--- src/design/rssm_pkg.sv ---
`timescale 1ns / 1ps
// ----------------------------------------------------------------------------
// rssm_pkg: shared types and constants
// Job and response formats, chain control and time widths used by the
// release-sorted makespan block.
// ----------------------------------------------------------------------------
package rssm_pkg;

   localparam int MAX_JOBS = 64;
   localparam int SPAN_W   = 24;
   localparam logic [SPAN_W-1:0] SPAN_MAX = {SPAN_W{1'b1}};

   // finish + delivery never exceeds (MAX_JOBS + 2) * 2^16; keep at least one
   // bit above the span width so saturation can be detected
   localparam int TIME_NAT = 16 + $clog2(MAX_JOBS + 2);
   localparam int TIME_W   = (TIME_NAT > SPAN_W) ? TIME_NAT : SPAN_W + 1;

   typedef struct packed {
      logic [15:0] release_time;
      logic [15:0] processing_time;
      logic [15:0] delivery_time;
      logic        last_job;
   } req_type;

   typedef struct packed {
      logic [SPAN_W-1:0] makespan;
      logic              overflowed;
   } rsp_type;

   typedef struct packed {
      logic [15:0] rel;
      logic [15:0] proc;
      logic [15:0] del;
   } job_type;

   typedef struct packed {
      logic insert;   // place the broadcast job in sorted position
      logic shift;    // move every job one cell toward the head
   } chain_ctl_type;

endpackage

--- src/design/rssm_cell.sv ---
`timescale 1ns / 1ps
// ----------------------------------------------------------------------------
// rssm_cell: one slot of the sorted job chain
// Holds one job. On insert it either keeps its job, takes the new job or
// takes its left neighbor's job; on shift it takes its right neighbor's job.
// ----------------------------------------------------------------------------
module rssm_cell (
   input  logic                   clock,
   input  logic                   reset,
   input  rssm_pkg::chain_ctl_type ctl,
   input  rssm_pkg::job_type      new_job,
   input  rssm_pkg::job_type      left_job,
   input  logic                   left_valid,
   input  logic                   left_ins,
   input  rssm_pkg::job_type      right_job,
   input  logic                   right_valid,
   output rssm_pkg::job_type      job,
   output logic                   valid,
   output logic                   ins
);

   rssm_pkg::job_type job_ff, job_in;
   logic              valid_ff, valid_in;

   // strict compare keeps equal release times in arrival order
   assign ins = !valid_ff || (job_ff.rel > new_job.rel);

   always_comb begin
      job_in   = job_ff;
      valid_in = valid_ff;
      if (ctl.insert && ins) begin
         if (left_ins) begin
            job_in   = left_job;
            valid_in = left_valid;
         end else begin
            job_in   = new_job;
            valid_in = 1'b1;
         end
      end else if (ctl.shift) begin
         job_in   = right_job;
         valid_in = right_valid;
      end
   end

   always_ff @(posedge clock) begin
      if (reset) begin
         valid_ff <= 1'b0;
      end else begin
         valid_ff <= valid_in;
      end
   end

   always_ff @(posedge clock) begin
      job_ff <= job_in;
   end

   assign job   = job_ff;
   assign valid = valid_ff;

endmodule

--- config.mk ---
export PLATFORM = sky130hd
export DESIGN_NAME = rssm_cell
export DESIGN_NICKNAME = d
export VERILOG_FILES = /design/src/design/rssm_pkg.sv /design/src/design/rssm_cell.sv
export SDC_FILE = /design/constraint.sdc
export NUM_CORES = 1
export LEC_CHECK = 0
export BUFFER_PORTS_ARGS = -buffer_cell sky130_fd_sc_hd__buf_2
export CAP_MARGIN = 20
export CORE_UTILIZATION = 46
export DETAILED_ROUTE_END_ITERATION = 10
export GPL_ROUTABILITY_DRIVEN = 1
export PLACE_DENSITY_LB_ADDON = 0.15
export SLEW_MARGIN = 15
export SYNTH_ARGS = -nofsm -noshare
export SYNTH_HDL_FRONTEND = slang
export SYNTH_SLANG_ARGS = --single-unit
export TNS_END_PERCENT = 10
--- constraint.sdc ---
create_clock -name clock -period 7.6 [get_ports clock]
set_input_delay 0.38 -clock clock [delete_from_list [all_inputs] [get_ports clock]]
set_output_delay 0.38 -clock clock [all_outputs]
set_load 0.01 [all_outputs]
Word-level counts from Yosys, hierarchy flattened. Cells that the tools add are included.

$lt $le $gt $ge: 1. Reductions and logical operators: 4. Mux-type cells: 6.

Operators with widths (number): 48-bit two-way mux (3); 16-bit > comparator (1); 1-bit two-way mux (3); 2-bit nonzero test (1); 1-bit logical AND (1); 1-bit logical NOT (1); 1-bit logical OR (1).

Output and inout bits: 50. Input port bits: 151. Word-level logic and storage cells: 15. Register bits after elaboration: 49.

Longest topological paths before layout.
Depth in word-level cells: 4. Gate-level depth with buffers: 9. Gate-level depth less buffers: 7.

Least setup slack after synthesis. No wires, ideal clock.

Path kind: reg2reg. Start point: register job_ff (netlist bit job[47]). End point: register job_ff (netlist bit job[0]) (enable). Data required time: 7.192 ns. Cell stages (with the launch flop): 9. Buffers on the path: 2. Period minus slack after synthesis: 3.550 ns. Arrival: 3.142 ns. Library setup time: 0.408 ns. Path slack: 4.050 ns. Path through: edfxtp_1 ha_1 nand4_1 nor4_1 o21ai_1 a311oi_2 buf_6 buf_8 or2_1.

Cells in the longest elaborated chain, start to end: 4.

RTL lines: from (decl) (line rssm_cell.sv:22) `rssm_pkg::job_type job_ff, job_in;`; from (signal assigned) (line rssm_cell.sv:54) `job_ff <= job_in;`; 16-bit > comparator (line rssm_cell.sv:26) `assign ins = !valid_ff || (job_ff.rel > new_job.rel);`; 1-bit logical OR (line rssm_cell.sv:26); 1-bit logical AND (line rssm_cell.sv:31) `if (ctl.insert && ins) begin`; 2-bit nonzero test (no line).

Every way passes these cells. A chain may end at the register's enable or synchronous reset.

==> impl_metrics.env <==
export IMPL_status="complete, no violations"
export IMPL_cts_buffers=5
export IMPL_grt_pass1_wl_um=12300
export IMPL_multi_input_area_um2=1460
export IMPL_slew_violations=0
export IMPL_synth_top_area_cell="edfxtp_1"
export IMPL_hold_viol_final=0
export IMPL_drt_iter0_markers=76
export IMPL_ys_flop_type="edfxtp_1"
export IMPL_fin_area_um2=4190
export IMPL_placeableCoreArea_um2=6390
export IMPL_fin_crit_ns=3.11
export IMPL_ir_worst_vdd_mv=0.114
export IMPL_synth_async_reset_ratio=0
export IMPL_h_tree_depth=2
export IMPL_antenna_cells=0
export IMPL_grt_overflow=0
export IMPL_area_growth_pct=37.0
export IMPL_rows=29
export IMPL_ys_ff_latch=49
export IMPL_nets=608
export IMPL_die_w_um=83.6
export IMPL_synth_top_cells_by_area="edfxtp_1, mux2_1, mux2_2"
export IMPL_worst_slew_margin_rel=0.542
export IMPL_hold_class="primary input to register"
export IMPL_cp_start_kind="register"
export IMPL_syn_area_um2=3060
export IMPL_clk_path_buf_depth=2
export IMPL_die_area_um2=6980
export IMPL_grt_max_degree=65
export IMPL_ant_nets=0
export IMPL_cts_setup_buffers=0
export IMPL_utilization=0.656
export IMPL_cts_sinks=49
export IMPL_place_area_um2=4110
export IMPL_post_cts_resized=0
export IMPL_grtUsageTotal=0.221
export IMPL_tightest_slew_ns=0.686
export IMPL_n_fill_cell=535
export IMPL_crit_chain="ha_1 > nand4_1 > nor4_1 > o21ai_1 > a311oi_4 > buf_4 > mux2_1"
export IMPL_die_h_um=83.6
export IMPL_yosysWarnings=0
export IMPL_first_pass_iters=4
export IMPL_cts_hold_buffers=0
export IMPL_insertion_delay_ns=0.30
export IMPL_synth_edff_count=48
export IMPL_slowest_stage="buf_4"
export IMPL_seq_area_um2=1460
export IMPL_end_kind="register"
export IMPL_p_leak_uw=0.00201
export IMPL_initial_core_util=0.479
export IMPL_fmax_mhz=322
export IMPL_required_ns=7.65
export IMPL_slowest_delay_ns=0.56
export IMPL_pwr_density_cell_nw_per_um2=170
export IMPL_viasPerCell=5.02
export IMPL_synth_top_cell_area_share=0.471
export IMPL_finalCritPeriodShare=0.409
export IMPL_cts_tree="yes"
export IMPL_setup_viol=0
export IMPL_fin_skew_ns=0.00841
export IMPL_post_drt_wl_per_cell_um=14.4
export IMPL_synthTopCellsByCount="edfxtp_1, mux2_1, mux2_2"
export IMPL_cts_root_buf="clkbuf_8"
export IMPL_clkSlewWorstSetupHoldPaths_ns=0.09
export IMPL_synth_avg_cell_area_um2=12.5
export IMPL_grt_setup_unrepaired="no"
export IMPL_antenna_found_initial=0
export IMPL_worstPathArrival_ns=3.16
export IMPL_hpwl_um=5730
export IMPL_io_buffers=200
export IMPL_ys_seq_area_frac=0.478
export IMPL_totalWireLength_um=7470
export IMPL_power_uw=713
export IMPL_syn_nets=411
export IMPL_place_congestion=0.830
export IMPL_route_detailed_drc=0
export IMPL_drive_gt1_frac=0.548
export IMPL_tns_ns=0
export IMPL_max_cap_violations=0
export IMPL_ios=201
export IMPL_worst_path_max_fanout=48
export IMPL_vias=2607
export IMPL_syn_inst=244
export IMPL_synth_cell_type_count=26
export IMPL_grt_pass1_vias=2729
export IMPL_crit_type="register to register"
[cells in the final DEF (no fill, tap or decap)]
master / instances
mux2i_1: 2
mux2_1: 48
ha_1: 16
o21ai_0: 18
buf_2: 200
a21oi_1: 7
a311oi_1: 1
nor2_1: 4
a31oi_1: 1
clkbuf_8: 5
nand2b_1: 1
mux2_2: 33
a21o_1: 1
o21ai_1: 1
a311oi_4: 1
or2_4: 1
nand2_1: 23
edfxtp_1: 48
dfxtp_1: 1
o2111ai_1: 1
inv_1: 20
nand4_1: 2
and3_1: 1
buf_4: 2
clkbuf_1: 3
nor4_1: 1
[kinds of logic after synthesis]
| kind of cell | count (synthesis) | synth area share |
|---|---|---|
| mux | 83 | 0.305 |
| flops | 49 | 0.478 |
| simple gates | 33 | 0.0454 |
| buf+inv | 32 | 0.0491 |
| compound gates | 31 | 0.0577 |
| fa+ha+maj | 16 | 0.0654 |
[critical path: cells and delay by family, from the launching register on]
family          cells  cell delay [ns]
mux                 1             0.39
buf+inv             1             0.56
flops               1             0.42
compound gates      2             0.49
fa+ha+maj           1             0.33
simple gates        2             0.61
[final cells by class]
| cell class | count | area share |
|---|---|---|
| Sequential cell | 49 | 0.349 |
| Multi-Input combinational cell | 163 | 0.349 |
| Timing Repair Buffer | 202 | 0.242 |
| Tap cell | 77 | 0.0230 |
| Clock buffer | 8 | 0.0191 |
| Inverter | 20 | 0.0179 |
[worst paths after layout]
check / startpoint / end / slack, ns / depth (start not counted)
setup / recovery: job[47]$_DFFE_PP_ / job[0]$_DFFE_PP_ / 4.49 / 7
hold / removal: right_job[29] / job[29]$_DFFE_PP_ / 0.35 / 2
setup reg to reg: job[47]$_DFFE_PP_ / job[0]$_DFFE_PP_ / 4.49 / 7
hold reg to reg: valid$_SDFFE_PP0P_ / valid$_SDFFE_PP0P_ / 0.77 / 4
[metal layers]
layer	GRT usage	up-vias	share of wire
met1	0.241	1171	0.38
met4	0.0940	0	0.024
met2	0.389	130	0.51
met3	0.0781	19	0.091
met5	0	-	0
li1	-	1287	-
[power breakdown]
| part | switching (µW) | internal [µW] | leakage, µW |
|---|---|---|---|
| clock network | 84.2 | 65.6 | 0.0000395 |
| registers | 12.3 | 343 | 0.000495 |
| logic | 103 | 104 | 0.00148 |
| total | 200 | 513 | 0.00201 |
[flip-flops by register name (all words and copies together), names as in the netlist]
signal and count:
job 48, valid 1
[through the flow]
stage	cells	worst slack, ns	hold slack [ns]
6_report	519	4.49	0.351
3_5_place_dp	511	4.32	0.664
3_3_place_gp	511	4.47	0.663
4_1_cts	519	4.39	0.345
2_1_floorplan	244	4.05	0.571
5_1_grt	519	4.30	0.350
No activity file was read; power rests on OpenSTA's default activity.
