`src/design/rssm_pkg.sv`:
```
`timescale 1ns / 1ps
// ----------------------------------------------------------------------------
// rssm_pkg: shared types and constants
// Job and response formats, chain control and time widths used by the
// release-sorted makespan block.
// ----------------------------------------------------------------------------
package rssm_pkg;

   localparam int MAX_JOBS = 64;
   localparam int SPAN_W   = 24;
   localparam logic [SPAN_W-1:0] SPAN_MAX = {SPAN_W{1'b1}};

   // finish + delivery never exceeds (MAX_JOBS + 2) * 2^16; keep at least one
   // bit above the span width so saturation can be detected
   localparam int TIME_NAT = 16 + $clog2(MAX_JOBS + 2);
   localparam int TIME_W   = (TIME_NAT > SPAN_W) ? TIME_NAT : SPAN_W + 1;

   typedef struct packed {
      logic [15:0] release_time;
      logic [15:0] processing_time;
      logic [15:0] delivery_time;
      logic        last_job;
   } req_type;

   typedef struct packed {
      logic [SPAN_W-1:0] makespan;
      logic              overflowed;
   } rsp_type;

   typedef struct packed {
      logic [15:0] rel;
      logic [15:0] proc;
      logic [15:0] del;
   } job_type;

   typedef struct packed {
      logic insert;   // place the broadcast job in sorted position
      logic shift;    // move every job one cell toward the head
   } chain_ctl_type;

endpackage

```
`src/design/rssm_sched.sv`:
```
`timescale 1ns / 1ps
// ----------------------------------------------------------------------------
// rssm_sched: single-machine schedule accumulator
// Takes jobs in release order; stage 1 advances machine time, stage 2 adds
// delivery time and tracks the largest completion.
// ----------------------------------------------------------------------------
module rssm_sched (
   input  logic                        clock,
   input  logic                        reset,
   input  logic                        feed,
   input  rssm_pkg::job_type           job,
   input  logic                        clear,
   output logic                        busy,
   output logic [rssm_pkg::TIME_W-1:0] best
);

   localparam int TW = rssm_pkg::TIME_W;

   logic [TW-1:0] now_ff, now_in;
   logic [TW-1:0] best_ff, best_in;
   logic [15:0]   del_ff;
   logic          v1_ff;
   logic [TW-1:0] rel_ext;
   logic [TW-1:0] start;
   logic [TW-1:0] done;

   assign rel_ext = TW'(job.rel);
   assign start   = (rel_ext > now_ff) ? rel_ext : now_ff;
   assign now_in  = start + TW'(job.proc);
   assign done    = now_ff + TW'(del_ff);
   assign best_in = (v1_ff && (done > best_ff)) ? done : best_ff;

   always_ff @(posedge clock) begin
      if (reset || clear) begin
         now_ff  <= '0;
         best_ff <= '0;
         v1_ff   <= 1'b0;
      end else begin
         if (feed) begin
            now_ff <= now_in;
         end
         v1_ff   <= feed;
         best_ff <= best_in;
      end
   end

   always_ff @(posedge clock) begin
      if (feed) begin
         del_ff <= job.del;
      end
   end

   assign busy = v1_ff;
   assign best = best_ff;

endmodule

```
`config.mk`:
```
export PLATFORM = sky130hd
export DESIGN_NAME = rssm_sched
export DESIGN_NICKNAME = d
export VERILOG_FILES = /design/src/design/rssm_pkg.sv /design/src/design/rssm_sched.sv
export SDC_FILE = /design/constraint.sdc
export NUM_CORES = 1
export LEC_CHECK = 0
export BUFFER_PORTS_ARGS = -buffer_cell sky130_fd_sc_hd__buf_4
export CELL_PAD_IN_SITES_DETAIL_PLACEMENT = 0
export CELL_PAD_IN_SITES_GLOBAL_PLACEMENT = 1
export CORE_MARGIN = 5
export CORE_UTILIZATION = 47
export CTS_CLUSTER_SIZE = 10
export DETAILED_ROUTE_END_ITERATION = 6
export PLACE_DENSITY = 0.95
export SLEW_MARGIN = 15
export SYNTH_ARGS = -nofsm -noshare
export SYNTH_HDL_FRONTEND = slang
export SYNTH_SLANG_ARGS = --single-unit
```
`constraint.sdc`:
```
create_clock -name clock -period 9.4 [get_ports clock]
set_input_delay 0.47 -clock clock [delete_from_list [all_inputs] [get_ports clock]]
set_output_delay 0.47 -clock clock [all_outputs]
set_load 0.02 [all_outputs]
```
Yosys cells after proc, flatten, opt, wreduce, memory -nomap -nowiden
Index checks and enable logic that the tools add are counted.

Bits in registers: 67. Output and inout bits: 26.

$add $sub $neg: 2. Magnitude comparators: 2. Mux-type cells: 1. Reductions and logical operators: 2.

Operator list (count): adder 25 x 16 -> 25 bit (2); > comparator 16 x 25 -> 1 bit (1); > comparator 25 bit (1); two-way mux 25 bit (1); logical AND 1 bit (1); logical OR 1 bit (1).

Depth between registers and ports, before layout
Depth after elaboration: 3. Mapped depth: 20. Depth with buffers taken out: 19.

Worst setup path before layout
No wires, ideal clock.

Path kind: input-to-reg. From: input port job[33] (netlist name). To: register now_ff[24]. Arrival: 4220 ps. Required time: 9278 ps. Path slack: 5058 ps. Cell stages on the path: 19. Path through: ha_1 -> nor2b_1 -> o21a_1 -> o21a_1 -> o21ai_0 -> a21oi_1 -> o31ai_4 -> buf_2 -> mux2_2 -> ha_1 -> inv_1 -> fa_1 -> nor2b_1 -> o31a_1 -> o21ba_2 -> o211a_1 -> o2111ai_2 -> a2111o_1 -> o21ai_0.

Longest elaborated chain between the ends: 3.

RTL lines: start, declared (line rssm_sched.sv:11) `input rssm_pkg::job_type job,`; > comparator 16 x 25 -> 1 bit (line rssm_sched.sv:28) `assign start = (rel_ext > now_ff) ? rel_ext : now_ff;`; two-way mux 25 bit * (line rssm_sched.sv:28); adder 25 x 16 -> 25 bit * (line rssm_sched.sv:29) `assign now_in = start + TW'(job.proc);`; end signal, assigned (line rssm_sched.sv:40) `now_ff <= now_in;`; end, declared (line rssm_sched.sv:19) `logic [TW-1:0] now_ff, now_in;`.

Mark *: on every way between the ends. The rest lies on a longest branch, timed or not. A chain may end at the register's enable or synchronous reset.

Worst setup path in the final report
From: register del_ff[0]. To: register best_ff[16], in the netlist best[16].

Longest elaborated chain between the ends: 3.

RTL lines: start, declared (line rssm_sched.sv:21) `logic [15:0] del_ff;`; start signal, assigned (line rssm_sched.sv:49) `del_ff <= job.del;`; adder 25 x 16 -> 25 bit * (line rssm_sched.sv:30) `assign done = now_ff + TW'(del_ff);`; via done[16] (line rssm_sched.sv:25) `logic [TW-1:0] done;`; > comparator 25 bit (line rssm_sched.sv:31) `assign best_in = (v1_ff && (done > best_ff)) ? done : best_ff;`; logical AND 1 bit (line rssm_sched.sv:31); end signal, assigned (line rssm_sched.sv:43) `best_ff <= best_in;`; end, declared (line rssm_sched.sv:20) `logic [TW-1:0] best_ff, best_in;`.

Mark *: on every way through the listed nets, which the timed path passes. The rest lies on a longest branch.

==> reports/results.txt <==
FP Rows: 39
DR vias: 4,892
sw frac: 0.337
WP data arrival: 5.86 ns
Post-Place Cells: 821
IO Count: 78
Worst Hold Depth: 1
Gate Count Post-Synth: 623
Die ar.: 13,600 sq um
Worst Path Required: 9.63 ns
maximum clock frequency: 177 MHz
maximum number of pins on one net before global-route repair: 45
crit path kind: reg2reg
Mapped Avg Cell Area: 8.56 sq um
Max stage delay on crit path: 0.92 ns
Netlist cell types: 60
R2R depth: 17
Pwr Density: 162 nW/um^2
top_reg_cell synth: dfxtp_1
Min-Delay Path Class: in2reg
hpwl dp: 10.8 mm
RePlAce Congestion: 0.891
Worst path most repeated cell: ha_1
EDFF count, synth: 16
NetSw: 0.343 mW
RSZ-0062 raised after global routing: false
Slew HR: 0.230
vias in the first global route: 4,798
final wirelength: 13.9 mm
fill count: 985
CP max FO: 40
synthesized area: 5330 sq um
IR drop worst, VDD: 0.000158 V
share of layout cells above drive strength 1: 0.182
nets@finish: 816
Comb pwr share: 0.358
CORE AREA: 11,300 sq um
Reg-to-Reg Start: del_ff[0]
GRT overflow: 0
post-DR wirelength/cell: 16.6 um
Setup Viol. Count Final: 0
YS warnings: 0
status: completed
Setup Buffers After CTS: 0
antenna-violating nets left: 0
post-route DRC violation count: 0
hold path startpoint: job[5]
Synth Register Bits: 67
Initial Util: 0.473
clock tree buffer depth: 2
GRT Util Overall: 0.209
Fin. Hold Viols: 0
Inserted Diodes: 0
Worst Path Buf+Inv: 1
worst skew pair latency: 0.34 ns
Synth area leaders: dfxtp_1, ha_1, edfxtp_1
overall power: 1.02 mW
Worst setup EP type: register
max-cap violations: 0
Tmin final: 5.63 ns
Num Clock Sinks: 67
Syn Nets: 750
synthesis-to-layout area growth: 18.0%
Slew Viols, Final: 0
CTS Buf Count: 9
asr flop ratio synth: 0
Die Ht: 117 um
Pre-antenna DRT Iters: 5
post-CTS sizing: 0
CTS root buf: clkbuf_16
fin crit share: 0.599
first-pass GRT wire length: 22.7 mm
family with the most delay on the worst path: compound AO/OA/AOI/OAI gates
Least-Margin Pin Slew: 1.16 ns
Hold WS: 0.307 ns
DRT iter0 DRCs: 317
Reg clk slew, reported paths: 0.06 ns
post-synthesis sequential area ratio: 0.281
Worst Clk Skew: 0.00589 ns
routed vias/inst: 5.84
IO buf count: 77
setup TNS: 0 ns
sequential power share: 0.319
Yosys top cell area share: 0.191
critical-path cell list: ha_1 > inv_1 > fa_1 > nor2b_1 > o31a_1 > o21ai_1 > a211oi_2 > o32ai_1 > xnor2_1 > ha_1 > nand2_1 > o21ai_0 > a211oi_1 > a211o_1 > a31oi_4 > or4b_2 > o311ai_1
top-count cell post-synth: ha_1
most frequent cells after synthesis: ha_1, dfxtp_1, inv_1, nor2_1
Hold Path End: del_ff[5]
antenna violations before repair: 0
reg2reg setup slack: 3.77 ns
largest area contributor in the netlist: dfxtp_1
Crit-path slowest cell: a31oi_4
H-tree Lvls: 3
CTS Hold Bufs: 0
r2r endpoint: best[16]
Worst Setup Start Kind: register
CTS tree: yes
Power Internal: 0.677 mW
Die Wd: 117 um
Non-Filler Instances: 837
Leak: 2.68 nW
clock share of power: 0.324
[logic make-up after synthesis]
| kind of cell | count (synthesis) | synth area share |
|---|---|---|
| fa+ha+maj | 75 | 0.179 |
| buf+inv | 74 | 0.0556 |
| flops | 67 | 0.281 |
| compound gates | 175 | 0.218 |
| mux | 37 | 0.0739 |
| xor+xnor | 16 | 0.0263 |
| simple gates | 179 | 0.166 |
[flip-flops by register name, indices dropped and copies added (netlist names)]
register and count:
now_ff 25, best 25, busy 1, del_ff 16
[worst max path at each step]
stage	to	start	cells past startpoint
3_3_place_gp	best[16]	del_ff[0]	17
4_1_cts	best[16]	del_ff[0]	17
2_1_floorplan	now_ff[24]	job[33]	19
6_report	best[16]	del_ff[0]	17
5_1_grt	best[16]	del_ff[0]	17
3_5_place_dp	best[16]	del_ff[0]	17
[final cells by class]
cell class | instances | area (sq um) | share of cell area
timing repair buffer | 78 | 586 | 0.0930
sequential | 67 | 1500 | 0.239
clock inverter | 6 | 56.3 | 0.00895
clock buffer | 10 | 229 | 0.0364
multi-input combinational | 482 | 3550 | 0.564
inverter | 51 | 191 | 0.0304
tap | 143 | 179 | 0.0284
[per-layer routing]
layer	track usage	up-vias	part of all wire
li1	-	2438	-
met1	0.264	2286	0.45
met2	0.364	149	0.48
met3	0.0368	19	0.052
met4	0.0612	0	0.018
met5	0	-	0
[metrics by stage]
step / utilization / cell area [sq um] / worst slack [ns]
after floorplan: - / 5330 / 5.06
after global placement: 0.533 / 6010 / 4.03
after detailed placement: 0.533 / 6010 / 3.82
after CTS: 0.558 / 6290 / 3.79
after global routing: 0.558 / 6290 / 3.22
final: 0.558 / 6290 / 3.77
[cell usage in the layout (no fill, tap or decap), types with 4 or more instances in the layout]
cell and count:
o21a_1 9, o21ai_0 36, mux2_2 19, nor2_1 51
a21oi_1 43, dfxtp_1 51, buf_4 78, or3_1 11
or2_2 5, a31oi_1 16, nor3_1 7, inv_1 51
ha_1 73, nand2_1 43, and3_1 4, mux2i_1 18
nand4_1 16, nor2b_1 5, and2_1 5, a2111o_1 5
a211oi_1 9, xor2_1 5, o31ai_1 7, clkbuf_16 9
a21o_1 16, edfxtp_1 16, xnor2_1 11, or4_1 5
nand3_1 14
[power by group through the flow]
stage          registers (mW)  clock network [mW]  logic (mW)
3_3_place_gp            0.330                   0       0.348
6_report                0.325               0.330       0.365
4_1_cts                 0.325               0.335       0.362
5_1_grt                 0.326               0.345       0.408
3_5_place_dp            0.331                   0       0.360
2_1_floorplan           0.329                   0       0.267
(Power assumes the default switching activity.)
